--- src/rtl/irp_pkg.sv ---
// Shared constants, types and command/status bundles of the in-place record permuter.
package irp_pkg;

    localparam int DEPTH        = 64;
    localparam int RECORD_WIDTH = 32;

    localparam int AW     = $clog2(DEPTH);
    localparam int CFG_W  = 7;
    localparam int POS_W  = 6;
    localparam int WORD_W = 32;
    localparam int CNT_W  = ($clog2(DEPTH + 1) > CFG_W) ? $clog2(DEPTH + 1) : CFG_W;

    localparam logic [CFG_W-1:0] COUNT_RESET = CFG_W'(64);

    typedef logic [AW-1:0]           addr_t;
    typedef logic [CNT_W-1:0]        cnt_t;
    typedef logic [RECORD_WIDTH-1:0] rec_t;

    typedef enum logic [1:0] {
        CMD_LOAD  = 2'd0,
        CMD_APPLY = 2'd1,
        CMD_READ  = 2'd2,
        CMD_NONE  = 2'd3
    } cmd_code_t;

    // Controller to datapath
    typedef struct packed {
        logic latch_item;
        logic ld_write;
        logic rd_issue;
        logic chk_issue;
        logic idx_clear;
        logic idx_inc;
        logic set_bad;
        logic start_issue;
        logic walk_begin;
        logic walk_issue;
        logic walk_step;
        logic res_load;
    } dp_cmd_t;

    // Datapath to controller
    typedef struct packed {
        cmd_code_t cmd;
        logic      in_err;
        logic      cnt_zero;
        logic      chk_bad;
        logic      idx_last;
        logic      start_skip;
        logic      walk_stop;
        logic      out_free;
    } dp_status_t;

endpackage

--- src/rtl/irp_ram.sv ---
// Generic single-write, single-read RAM with registered read data.
module irp_ram #(
    parameter int WIDTH = 32,
    parameter int DEPTH = 64
) (
    input  logic                     clk,
    input  logic                     we,
    input  logic [$clog2(DEPTH)-1:0] waddr,
    input  logic [WIDTH-1:0]         wdata,
    input  logic                     re,
    input  logic [$clog2(DEPTH)-1:0] raddr,
    output logic [WIDTH-1:0]         rdata
);

    logic [WIDTH-1:0] mem [DEPTH];
    logic [WIDTH-1:0] rdata_reg;

    always_ff @(posedge clk)
    begin
        if (we)
        begin
            mem[waddr] <= wdata;
        end
        if (re)
        begin
            rdata_reg <= mem[raddr];
        end
    end

    assign rdata = rdata_reg;

endmodule

--- src/rtl/irp_datapath.sv ---
// Datapath: record, order and visited memories, walk registers, result register.
module irp_datapath (
    input  logic                           clk,
    input  logic                           rst_n,
    input  irp_pkg::dp_cmd_t               cmd,
    output irp_pkg::dp_status_t            stat,
    input  logic                           cfg_wr,
    input  logic [irp_pkg::CFG_W-1:0]      cfg_data,
    input  logic [1:0]                     command,
    input  logic [irp_pkg::POS_W-1:0]      position,
    input  logic [irp_pkg::WORD_W-1:0]     record_word,
    input  logic [irp_pkg::POS_W-1:0]      source_index,
    input  logic                           out_ready,
    output logic                           out_valid,
    output logic [irp_pkg::WORD_W-1:0]     read_record,
    output logic [irp_pkg::POS_W-1:0]      echo_position,
    output logic                           status
);

    logic [irp_pkg::CFG_W-1:0]  count_reg;
    irp_pkg::cnt_t              eff_cnt;
    irp_pkg::cmd_code_t         cmd_reg;
    logic [irp_pkg::POS_W-1:0]  pos_reg;
    logic [irp_pkg::WORD_W-1:0] word_reg;
    logic [irp_pkg::POS_W-1:0]  src_reg;
    irp_pkg::addr_t             idx_reg;
    irp_pkg::addr_t             cur_reg;
    irp_pkg::addr_t             nxt_reg;
    irp_pkg::rec_t              held_reg;
    logic                       bad_reg;
    logic                       out_valid_reg;
    logic [irp_pkg::WORD_W-1:0] read_record_reg;
    logic [irp_pkg::POS_W-1:0]  echo_reg;
    logic                       status_reg;

    logic                       rec_we;
    irp_pkg::addr_t             rec_waddr;
    irp_pkg::rec_t              rec_wdata;
    logic                       rec_re;
    irp_pkg::addr_t             rec_raddr;
    irp_pkg::rec_t              rec_rdata;
    logic                       ord_re;
    irp_pkg::addr_t             ord_raddr;
    irp_pkg::addr_t             ord_rdata;
    logic                       vis_we;
    irp_pkg::addr_t             vis_waddr;
    logic                       vis_wdata;
    logic                       vis_re;
    irp_pkg::addr_t             vis_raddr;
    logic                       vis_rdata;
    irp_pkg::addr_t             pos_addr;
    logic                       pos_bad;
    logic                       src_bad;
    logic                       in_err;
    logic                       out_free;

    assign eff_cnt = (irp_pkg::CNT_W'(count_reg) > irp_pkg::CNT_W'(irp_pkg::DEPTH))
                   ? irp_pkg::CNT_W'(irp_pkg::DEPTH) : irp_pkg::CNT_W'(count_reg);

    assign pos_addr = irp_pkg::AW'(pos_reg);
    assign pos_bad  = irp_pkg::CNT_W'(pos_reg) >= eff_cnt;
    assign src_bad  = irp_pkg::CNT_W'(src_reg) >= eff_cnt;
    assign in_err   = pos_bad || ((cmd_reg == irp_pkg::CMD_LOAD) && src_bad);
    assign out_free = !out_valid_reg || out_ready;

    // Memory port steering
    assign rec_we    = cmd.ld_write || cmd.walk_step;
    assign rec_waddr = cmd.ld_write ? pos_addr : cur_reg;
    assign rec_wdata = cmd.ld_write ? irp_pkg::RECORD_WIDTH'(word_reg)
                     : ((nxt_reg != idx_reg) ? rec_rdata : held_reg);
    assign rec_re    = cmd.rd_issue || cmd.start_issue || cmd.walk_issue;
    assign rec_raddr = cmd.rd_issue ? pos_addr : (cmd.start_issue ? idx_reg : nxt_reg);
    assign ord_re    = cmd.chk_issue || cmd.start_issue || cmd.walk_issue;
    assign ord_raddr = cmd.walk_issue ? nxt_reg : idx_reg;

    // Visited map: zero each entry in use during the order check, mark it on a walk step
    assign vis_we    = cmd.chk_issue || cmd.walk_step;
    assign vis_waddr = cmd.walk_step ? cur_reg : idx_reg;
    assign vis_wdata = cmd.walk_step;
    assign vis_re    = cmd.start_issue || cmd.walk_issue;
    assign vis_raddr = cmd.walk_issue ? nxt_reg : idx_reg;

    irp_ram #(.WIDTH(irp_pkg::RECORD_WIDTH), .DEPTH(irp_pkg::DEPTH)) u_rec_ram (
        .clk   (clk),
        .we    (rec_we),
        .waddr (rec_waddr),
        .wdata (rec_wdata),
        .re    (rec_re),
        .raddr (rec_raddr),
        .rdata (rec_rdata)
    );

    irp_ram #(.WIDTH(irp_pkg::AW), .DEPTH(irp_pkg::DEPTH)) u_ord_ram (
        .clk   (clk),
        .we    (cmd.ld_write),
        .waddr (pos_addr),
        .wdata (irp_pkg::AW'(src_reg)),
        .re    (ord_re),
        .raddr (ord_raddr),
        .rdata (ord_rdata)
    );

    irp_ram #(.WIDTH(1), .DEPTH(irp_pkg::DEPTH)) u_vis_ram (
        .clk   (clk),
        .we    (vis_we),
        .waddr (vis_waddr),
        .wdata (vis_wdata),
        .re    (vis_re),
        .raddr (vis_raddr),
        .rdata (vis_rdata)
    );

    // Control state
    always_ff @(posedge clk or negedge rst_n)
    begin
        if (!rst_n)
        begin
            count_reg     <= irp_pkg::COUNT_RESET;
            held_reg      <= '0;
            bad_reg       <= 1'b0;
            out_valid_reg <= 1'b0;
        end
        else
        begin
            if (cfg_wr)
            begin
                count_reg <= cfg_data;
            end
            if (cmd.walk_begin)
            begin
                held_reg <= rec_rdata;
            end
            if (cmd.latch_item)
            begin
                bad_reg <= 1'b0;
            end
            else if (cmd.set_bad)
            begin
                bad_reg <= 1'b1;
            end
            if (cmd.res_load)
            begin
                out_valid_reg <= 1'b1;
            end
            else if (out_ready)
            begin
                out_valid_reg <= 1'b0;
            end
        end
    end

    // Payload and walk pointers
    always_ff @(posedge clk)
    begin
        if (cmd.latch_item)
        begin
            cmd_reg  <= irp_pkg::cmd_code_t'(command);
            pos_reg  <= position;
            word_reg <= record_word;
            src_reg  <= source_index;
        end
        if (cmd.idx_clear)
        begin
            idx_reg <= '0;
        end
        else if (cmd.idx_inc)
        begin
            idx_reg <= idx_reg + irp_pkg::AW'(1);
        end
        if (cmd.walk_begin)
        begin
            cur_reg <= idx_reg;
            nxt_reg <= ord_rdata;
        end
        else if (cmd.walk_step)
        begin
            cur_reg <= nxt_reg;
            nxt_reg <= ord_rdata;
        end
        if (cmd.res_load)
        begin
            case (cmd_reg)
                irp_pkg::CMD_LOAD:
                begin
                    read_record_reg <= '0;
                    echo_reg        <= pos_reg;
                    status_reg      <= in_err;
                end
                irp_pkg::CMD_READ:
                begin
                    read_record_reg <= in_err ? '0 : irp_pkg::WORD_W'(rec_rdata);
                    echo_reg        <= pos_reg;
                    status_reg      <= in_err;
                end
                irp_pkg::CMD_APPLY:
                begin
                    read_record_reg <= '0;
                    echo_reg        <= '0;
                    status_reg      <= bad_reg;
                end
                default:
                begin
                    read_record_reg <= '0;
                    echo_reg        <= '0;
                    status_reg      <= 1'b0;
                end
            endcase
        end
    end

    // The entry marked in the current walk step is not yet in the map, so compare
    // the next position against the current one directly.
    always_comb
    begin
        stat.cmd        = cmd_reg;
        stat.in_err     = in_err;
        stat.cnt_zero   = (eff_cnt == '0);
        stat.chk_bad    = irp_pkg::CNT_W'(ord_rdata) >= eff_cnt;
        stat.idx_last   = irp_pkg::CNT_W'(idx_reg) == (eff_cnt - irp_pkg::CNT_W'(1));
        stat.start_skip = vis_rdata || (ord_rdata == idx_reg);
        stat.walk_stop  = vis_rdata || (nxt_reg == cur_reg);
        stat.out_free   = out_free;
    end

    assign out_valid     = out_valid_reg;
    assign read_record   = read_record_reg;
    assign echo_position = echo_reg;
    assign status        = status_reg;

endmodule

--- src/rtl/irp_ctrl.sv ---
// Controller state machine: sequences load, read, order check and cycle walk.
module irp_ctrl (
    input  logic                clk,
    input  logic                rst_n,
    input  logic                in_valid,
    output logic                in_ready,
    input  irp_pkg::dp_status_t stat,
    output irp_pkg::dp_cmd_t    cmd
);

    typedef enum logic [8:0] {
        ST_IDLE     = 9'b000000001,
        ST_DISPATCH = 9'b000000010,
        ST_CHK      = 9'b000000100,
        ST_CHK_W    = 9'b000001000,
        ST_START    = 9'b000010000,
        ST_START_W  = 9'b000100000,
        ST_WALK_RD  = 9'b001000000,
        ST_WALK_WR  = 9'b010000000,
        ST_DONE     = 9'b100000000
    } state_t;

    state_t state_reg;
    state_t state_next;

    always_ff @(posedge clk or negedge rst_n)
    begin
        if (!rst_n)
        begin
            state_reg <= ST_IDLE;
        end
        else
        begin
            state_reg <= state_next;
        end
    end

    assign in_ready = (state_reg == ST_IDLE);

    always_comb
    begin
        state_next = state_reg;
        cmd        = '0;
        case (state_reg)
            ST_IDLE:
            begin
                if (in_valid)
                begin
                    cmd.latch_item = 1'b1;
                    state_next     = ST_DISPATCH;
                end
            end
            ST_DISPATCH:
            begin
                state_next = ST_DONE;
                case (stat.cmd)
                    irp_pkg::CMD_LOAD:
                    begin
                        cmd.ld_write = !stat.in_err;
                    end
                    irp_pkg::CMD_READ:
                    begin
                        cmd.rd_issue = !stat.in_err;
                    end
                    irp_pkg::CMD_APPLY:
                    begin
                        if (!stat.cnt_zero)
                        begin
                            cmd.idx_clear = 1'b1;
                            state_next    = ST_CHK;
                        end
                    end
                    default:
                    begin
                    end
                endcase
            end
            ST_CHK:
            begin
                cmd.chk_issue = 1'b1;
                state_next    = ST_CHK_W;
            end
            ST_CHK_W:
            begin
                if (stat.chk_bad)
                begin
                    cmd.set_bad = 1'b1;
                    state_next  = ST_DONE;
                end
                else if (stat.idx_last)
                begin
                    cmd.idx_clear = 1'b1;
                    state_next    = ST_START;
                end
                else
                begin
                    cmd.idx_inc = 1'b1;
                    state_next  = ST_CHK;
                end
            end
            ST_START:
            begin
                cmd.start_issue = 1'b1;
                state_next      = ST_START_W;
            end
            ST_START_W:
            begin
                if (!stat.start_skip)
                begin
                    cmd.walk_begin = 1'b1;
                    state_next     = ST_WALK_RD;
                end
                else if (stat.idx_last)
                begin
                    state_next = ST_DONE;
                end
                else
                begin
                    cmd.idx_inc = 1'b1;
                    state_next  = ST_START;
                end
            end
            ST_WALK_RD:
            begin
                cmd.walk_issue = 1'b1;
                state_next     = ST_WALK_WR;
            end
            ST_WALK_WR:
            begin
                cmd.walk_step = 1'b1;
                if (!stat.walk_stop)
                begin
                    state_next = ST_WALK_RD;
                end
                else if (stat.idx_last)
                begin
                    state_next = ST_DONE;
                end
                else
                begin
                    cmd.idx_inc = 1'b1;
                    state_next  = ST_START;
                end
            end
            ST_DONE:
            begin
                if (stat.out_free)
                begin
                    cmd.res_load = 1'b1;
                    state_next   = ST_IDLE;
                end
            end
            default:
            begin
                state_next = ST_IDLE;
            end
        endcase
    end

endmodule

--- src/rtl/in_place_record_permuter_core.sv ---
// Top level of the in-place record permuter: controller plus datapath.
//
//  channel | direction | handshake             | payload
//  --------+-----------+-----------------------+---------------------------------------------
//  in      | into core | in_valid / in_ready   | command, position, record_word, source_index
//  out     | from core | out_valid / out_ready | read_record, echo_position, status
//  cfg     | into core | cfg_valid / cfg_ready | cfg_data (record_count)
//
// Steps: load, read and unused commands go from input transfer to result transfer through
// dispatch, result load and result valid; a read uses one registered memory read.
// Apply runs the order check (an issue and a wait step per record), then an issue and
// a wait step per start position and a read and a write step per record moved by the
// cycle walk; every step is bound by the single read port of the record, order and
// visited memories. Reset clears the controller, the output valid flag and the held
// record and sets record_count to 64; the memories are not cleared. The order check
// zeroes the visited map entry by entry before the walk. A stalled result waits in the
// output register while the next item is already taken; cfg_ready is always high.
module in_place_record_permuter_core (
    input  logic                          clk,
    input  logic                          rst_n,
    input  logic                          in_valid,
    output logic                          in_ready,
    input  logic [1:0]                    command,
    input  logic [irp_pkg::POS_W-1:0]     position,
    input  logic [irp_pkg::WORD_W-1:0]    record_word,
    input  logic [irp_pkg::POS_W-1:0]     source_index,
    output logic                          out_valid,
    input  logic                          out_ready,
    output logic [irp_pkg::WORD_W-1:0]    read_record,
    output logic [irp_pkg::POS_W-1:0]     echo_position,
    output logic                          status,
    input  logic                          cfg_valid,
    output logic                          cfg_ready,
    input  logic [irp_pkg::CFG_W-1:0]     cfg_data
);

    irp_pkg::dp_cmd_t    dp_cmd;
    irp_pkg::dp_status_t dp_stat;

    // Configuration is taken in every cycle; the register lives in the datapath.
    assign cfg_ready = 1'b1;

    irp_ctrl u_ctrl (
        .clk      (clk),
        .rst_n    (rst_n),
        .in_valid (in_valid),
        .in_ready (in_ready),
        .stat     (dp_stat),
        .cmd      (dp_cmd)
    );

    irp_datapath u_dp (
        .clk           (clk),
        .rst_n         (rst_n),
        .cmd           (dp_cmd),
        .stat          (dp_stat),
        .cfg_wr        (cfg_valid && cfg_ready),
        .cfg_data      (cfg_data),
        .command       (command),
        .position      (position),
        .record_word   (record_word),
        .source_index  (source_index),
        .out_ready     (out_ready),
        .out_valid     (out_valid),
        .read_record   (read_record),
        .echo_position (echo_position),
        .status        (status)
    );

    // The input ready is low in the cycle after every transfer.
    assert property (@(posedge clk) disable iff (!rst_n)
        (in_valid && in_ready) |=> !in_ready)
        else $error("input taken while previous item still in progress");

    // A new result appears only as the controller returns to idle.
    assert property (@(posedge clk) disable iff (!rst_n)
        $rose(out_valid) |-> in_ready)
        else $error("result loaded without controller returning to idle");

    // A flagged result never carries record data.
    assert property (@(posedge clk) disable iff (!rst_n)
        (out_valid && status) |-> (read_record == '0))
        else $error("error result carries record data");

    // Load write and walk write never share the record write port.
    assert property (@(posedge clk) disable iff (!rst_n)
        !(dp_cmd.ld_write && dp_cmd.walk_step))
        else $error("record write port driven twice");

endmodule

--- config.mk ---
export PLATFORM = sky130hd
export DESIGN_NAME = in_place_record_permuter_core
export DESIGN_NICKNAME = d
export VERILOG_FILES = /design/src/rtl/irp_pkg.sv /design/src/rtl/irp_ram.sv /design/src/rtl/irp_datapath.sv /design/src/rtl/irp_ctrl.sv /design/src/rtl/in_place_record_permuter_core.sv
export SDC_FILE = /design/constraint.sdc
export NUM_CORES = 2
export LEC_CHECK = 0
export ABC_AREA = 1
export BUFFER_PORTS_ARGS = -buffer_cell sky130_fd_sc_hd__buf_2
export CORE_UTILIZATION = 45
export DETAILED_ROUTE_END_ITERATION = 16
export GPL_ROUTABILITY_DRIVEN = 0
export GPL_TIMING_DRIVEN = 0
export PLACE_DENSITY_LB_ADDON = 0.2
export SETUP_SLACK_MARGIN = 0.3
export SLEW_MARGIN = 20
export SYNTH_ARGS = -nofsm -noshare
export SYNTH_HDL_FRONTEND = slang
export SYNTH_SLANG_ARGS = --single-unit
--- constraint.sdc ---
create_clock -name clk -period 13.85 [get_ports clk]
set_clock_uncertainty 0.15 [all_clocks]
set_input_delay 3.4625 -clock clk [delete_from_list [all_inputs] [get_ports clk]]
set_output_delay 3.4625 -clock clk [all_outputs]
set_load 0.01 [all_outputs]
==> flow_summary.ini <==
[sta]
slew_headroom = 0.174
rsz0062_at_grt = false
finalCriticalPeriod_ps = 6720
finalSetupViolCount = 0
clock.fmax_ghz = 0.149
fin_setup_tns_ps = 0
timing.final.crit_share = 0.485
drv_slew = 0
hold_ws_ps = 330
worst_pin_slew_ps = 1240
hold_viol = 0

[worst_setup_path]
reg2reg_from = u_dp.count_reg[4]
critPathKind = reg2reg
cp.required_ps = 14320
crit_family = simple AND/OR/NAND/NOR gates
cp_slowest_stage_delay_ps = 1040
cpMaxStageDelayCell = nor2_4
path_common_cell = nand2_1
worstSetupStartpointType = register
critPathBufInv = 6
cp-startpoint = u_dp.count_reg[4]
worst-path-max-fanout = 16
cp.arrival_ps = 7190
path_cells = nor2_1, nand4_1, nand2_1, nand2_1, ha_1, inv_1, nor2_1, a21oi_1, nand2_1, nor2_4, nand2_1, inv_1, nand3_1, inv_1, buf_2, nand2_1, nand2_2, nand4_1, nor2_4, buf_16, buf_12
endpoint_kind = register

[worst_hold_path]
min-delay-start = u_dp.held_reg[8]
min_path_type = reg2reg

[detailed_routing]
drc = 0
wire_per_inst_um = 29.9
firstDrtPassIters = 9
vias_per_cell = 5.87
vias = 88471
wl_um = 450000
drt_iter0_markers = 15563
antenna_left = 0

[yosys]
ys_types = 51
avgSynthCellArea_sq_um = 10.7
synthTopCellsByArea = edfxtp_1 (68%), nand3_1 (9.4%), nand2_1 (7.1%), inv_1 (6.2%), buf_2 (1.6%)
syn_area_sq_um = 116000
yosys.area.top_type = edfxtp_1
synth_top_area_frac = 0.679
synth_most_common_cell = edfxtp_1
synth-seq-area-share = 0.691
synth-seq-cells = 2688
synth_top_cells_by_count = edfxtp_1 (2632), nand2_1 (2212), nand3_1 (2181)
synth.net_count = 10909
postSynth.asyncResetShare = 0.0186
syn_inst = 10831
ys.flop_type = edfxtp_1
synthSimpleGateAreaFrac = 0.194
synthXorXnorAreaFrac = 0.000903
synth.yosys.warnings = 0
synthMuxAreaShare = 0.000193
synth_fa_ha_area_frac = 0.00215
synth_compound_area_frac = 0.0266
synth_top_family_by_area = simple AND/OR/NAND/NOR gates
synth_edf_count = 2632

[clock_network]
cts_sinks = 2688
cts_buffer_depth = 4
cts_buffers = 300
cts_hold_buf = 0
clk_pin_slew_worst_paths_ps = 60
cts_resized = 0
cts.htree.levels = 5
cts_tree = done
root_buffer = clkbuf_16
cts_setup_buffers = 0
clk_latency_ps = 990

[global_route]
grt_pass1_wl_um = 614000
grt_pass1_vias = 81275
grt_start_max_net_pins = 51
antenna_found_initial = 33
grt_use_total = 0.340
overflow = 0

[power]
p_switching_uw = 4890
peakVddDrop_mv = 0.126
leakagePower_uw = 0.0550
swShare = 0.259
clkPwrFrac = 0.406
powerDensity_nw_per_um2 = 138
combPwrFrac = 0.109
finalPower_uw = 18900
p_int_uw = 14000
seq_power_share = 0.485

[cells_and_area]
fin_cells = 15079
drive_gt1_frac = 0.107
final_core_util = 0.533
fin_nets = 11557
top_regs = u_dp.u_rec_ram.mem (2048), u_dp.u_ord_ram.mem (384), u_dp.u_vis_ram.mem (64)
nFillCells = 21866
area_delta_synth_final_pct = 17.6
largest_register = u_dp.u_rec_ram.mem
largest_reg_flops = 2048

[floorplanning]
coreArea_sq_um = 257000
die_x_um = 511
fp-row-count = 186
ios = 100
die_y_um = 511
design.die.area_sq_um = 261000
initial_core_util = 0.453

[place]
io_buffers = 98
dp_hpwl_um = 321000
dp.cells = 14561

[status]
outcome = finished clean

[job]
drv_cap = 0
[worst reg2reg max path, cell delays in order (launching register included)]
cell	delay [ps]
dfrtp_1	500
nor2_1	240
nand4_1	120
nand2_1	220
nand2_1	250
ha_1	370
inv_1	80
nor2_1	40
a21oi_1	130
nand2_1	100
nor2_4	210
nand2_1	80
inv_1	70
nand3_1	250
inv_1	160
buf_2	420
nand2_1	330
nand2_2	290
nand4_1	810
nor2_4	1040
buf_16	280
buf_12	210
[final cells by class]
| cell class | instances | area [sq um] | share of cell area |
|---|---|---|---|
| clock inverters | 113 | 967 | 0.00706 |
| well taps | 3384 | 4230 | 0.0309 |
| clock buffers | 393 | 8130 | 0.0594 |
| plain buffers | 594 | 2730 | 0.0199 |
| repair buffers | 346 | 6280 | 0.0459 |
| flip-flops and latches | 2688 | 80400 | 0.587 |
| diodes | 12 | 30.0 | 0.000219 |
| multi-input cells | 5625 | 26900 | 0.197 |
| inverters | 1924 | 7220 | 0.0528 |
[layer usage]
| layer | share of wire | GRT usage | vias up |
|---|---|---|---|
| met1 | 0.36 | 0.451 | 42776 |
| met3 | 0.15 | 0.117 | 1345 |
| met2 | 0.41 | 0.484 | 6800 |
| met5 | 0.00032 | 0 | - |
| met4 | 0.070 | 0.200 | 22 |
| li1 | - | - | 37528 |
[cell families after synthesis]
| logic type | after synthesis |
|---|---|
| AOI/OAI and AO/OA | 517 |
| xor gates and xnor gates | 12 |
| adders and majority gates | 20 |
| buffers and inverters | 2518 |
| DFF | 2688 |
| muxes | 2 |
| other | 1 |
| and+or+nand+nor | 5073 |
[final timing paths]
check	end	slack, ps	cells after the start
max	u_dp.u_rec_ram.mem[16][12]	7130	21
min	u_dp.held_reg[8]	330	2
max reg2reg	u_dp.u_rec_ram.mem[16][12]	7130	21
min reg2reg	u_dp.held_reg[8]	330	2
max in group asynchronous	u_dp.held_reg[14]	10550	1
min in group asynchronous	u_dp.count_reg[5]	2370	1
[per-stage QoR]
step | instance area, sq um | worst slack [ps]
after floorplan | 116000 | 7770
after global routing | 137000 | 7140
after global placement | 121000 | 1170
after CTS | 137000 | 7400
after detailed placement | 128000 | 7460
final | 137000 | 7130
[layout by cell type, fill, tap and decap left out, types with 96 or more instances in the layout]
cell	count
buf_12	96
buf_16	129
buf_2	460
clkbuf_1	259
clkbuf_16	309
edfxtp_1	2632
inv_1	1910
nand2_1	2211
nand3_1	2181
nand3b_1	130
nor2_1	401
o21ai_0	296
[power groups by stage]
stage               Clock, uW  Combinational (uW)  Sequential (uW)
finish                   7670                2070             9160
global route             7950                2100             9160
CTS                      7650                1970             9160
detailed placement          0                1960             9330
global placement            0                1670             9470
floorplan                   0                 871             9350
Note: power is estimated with default switching activity, not from simulation.
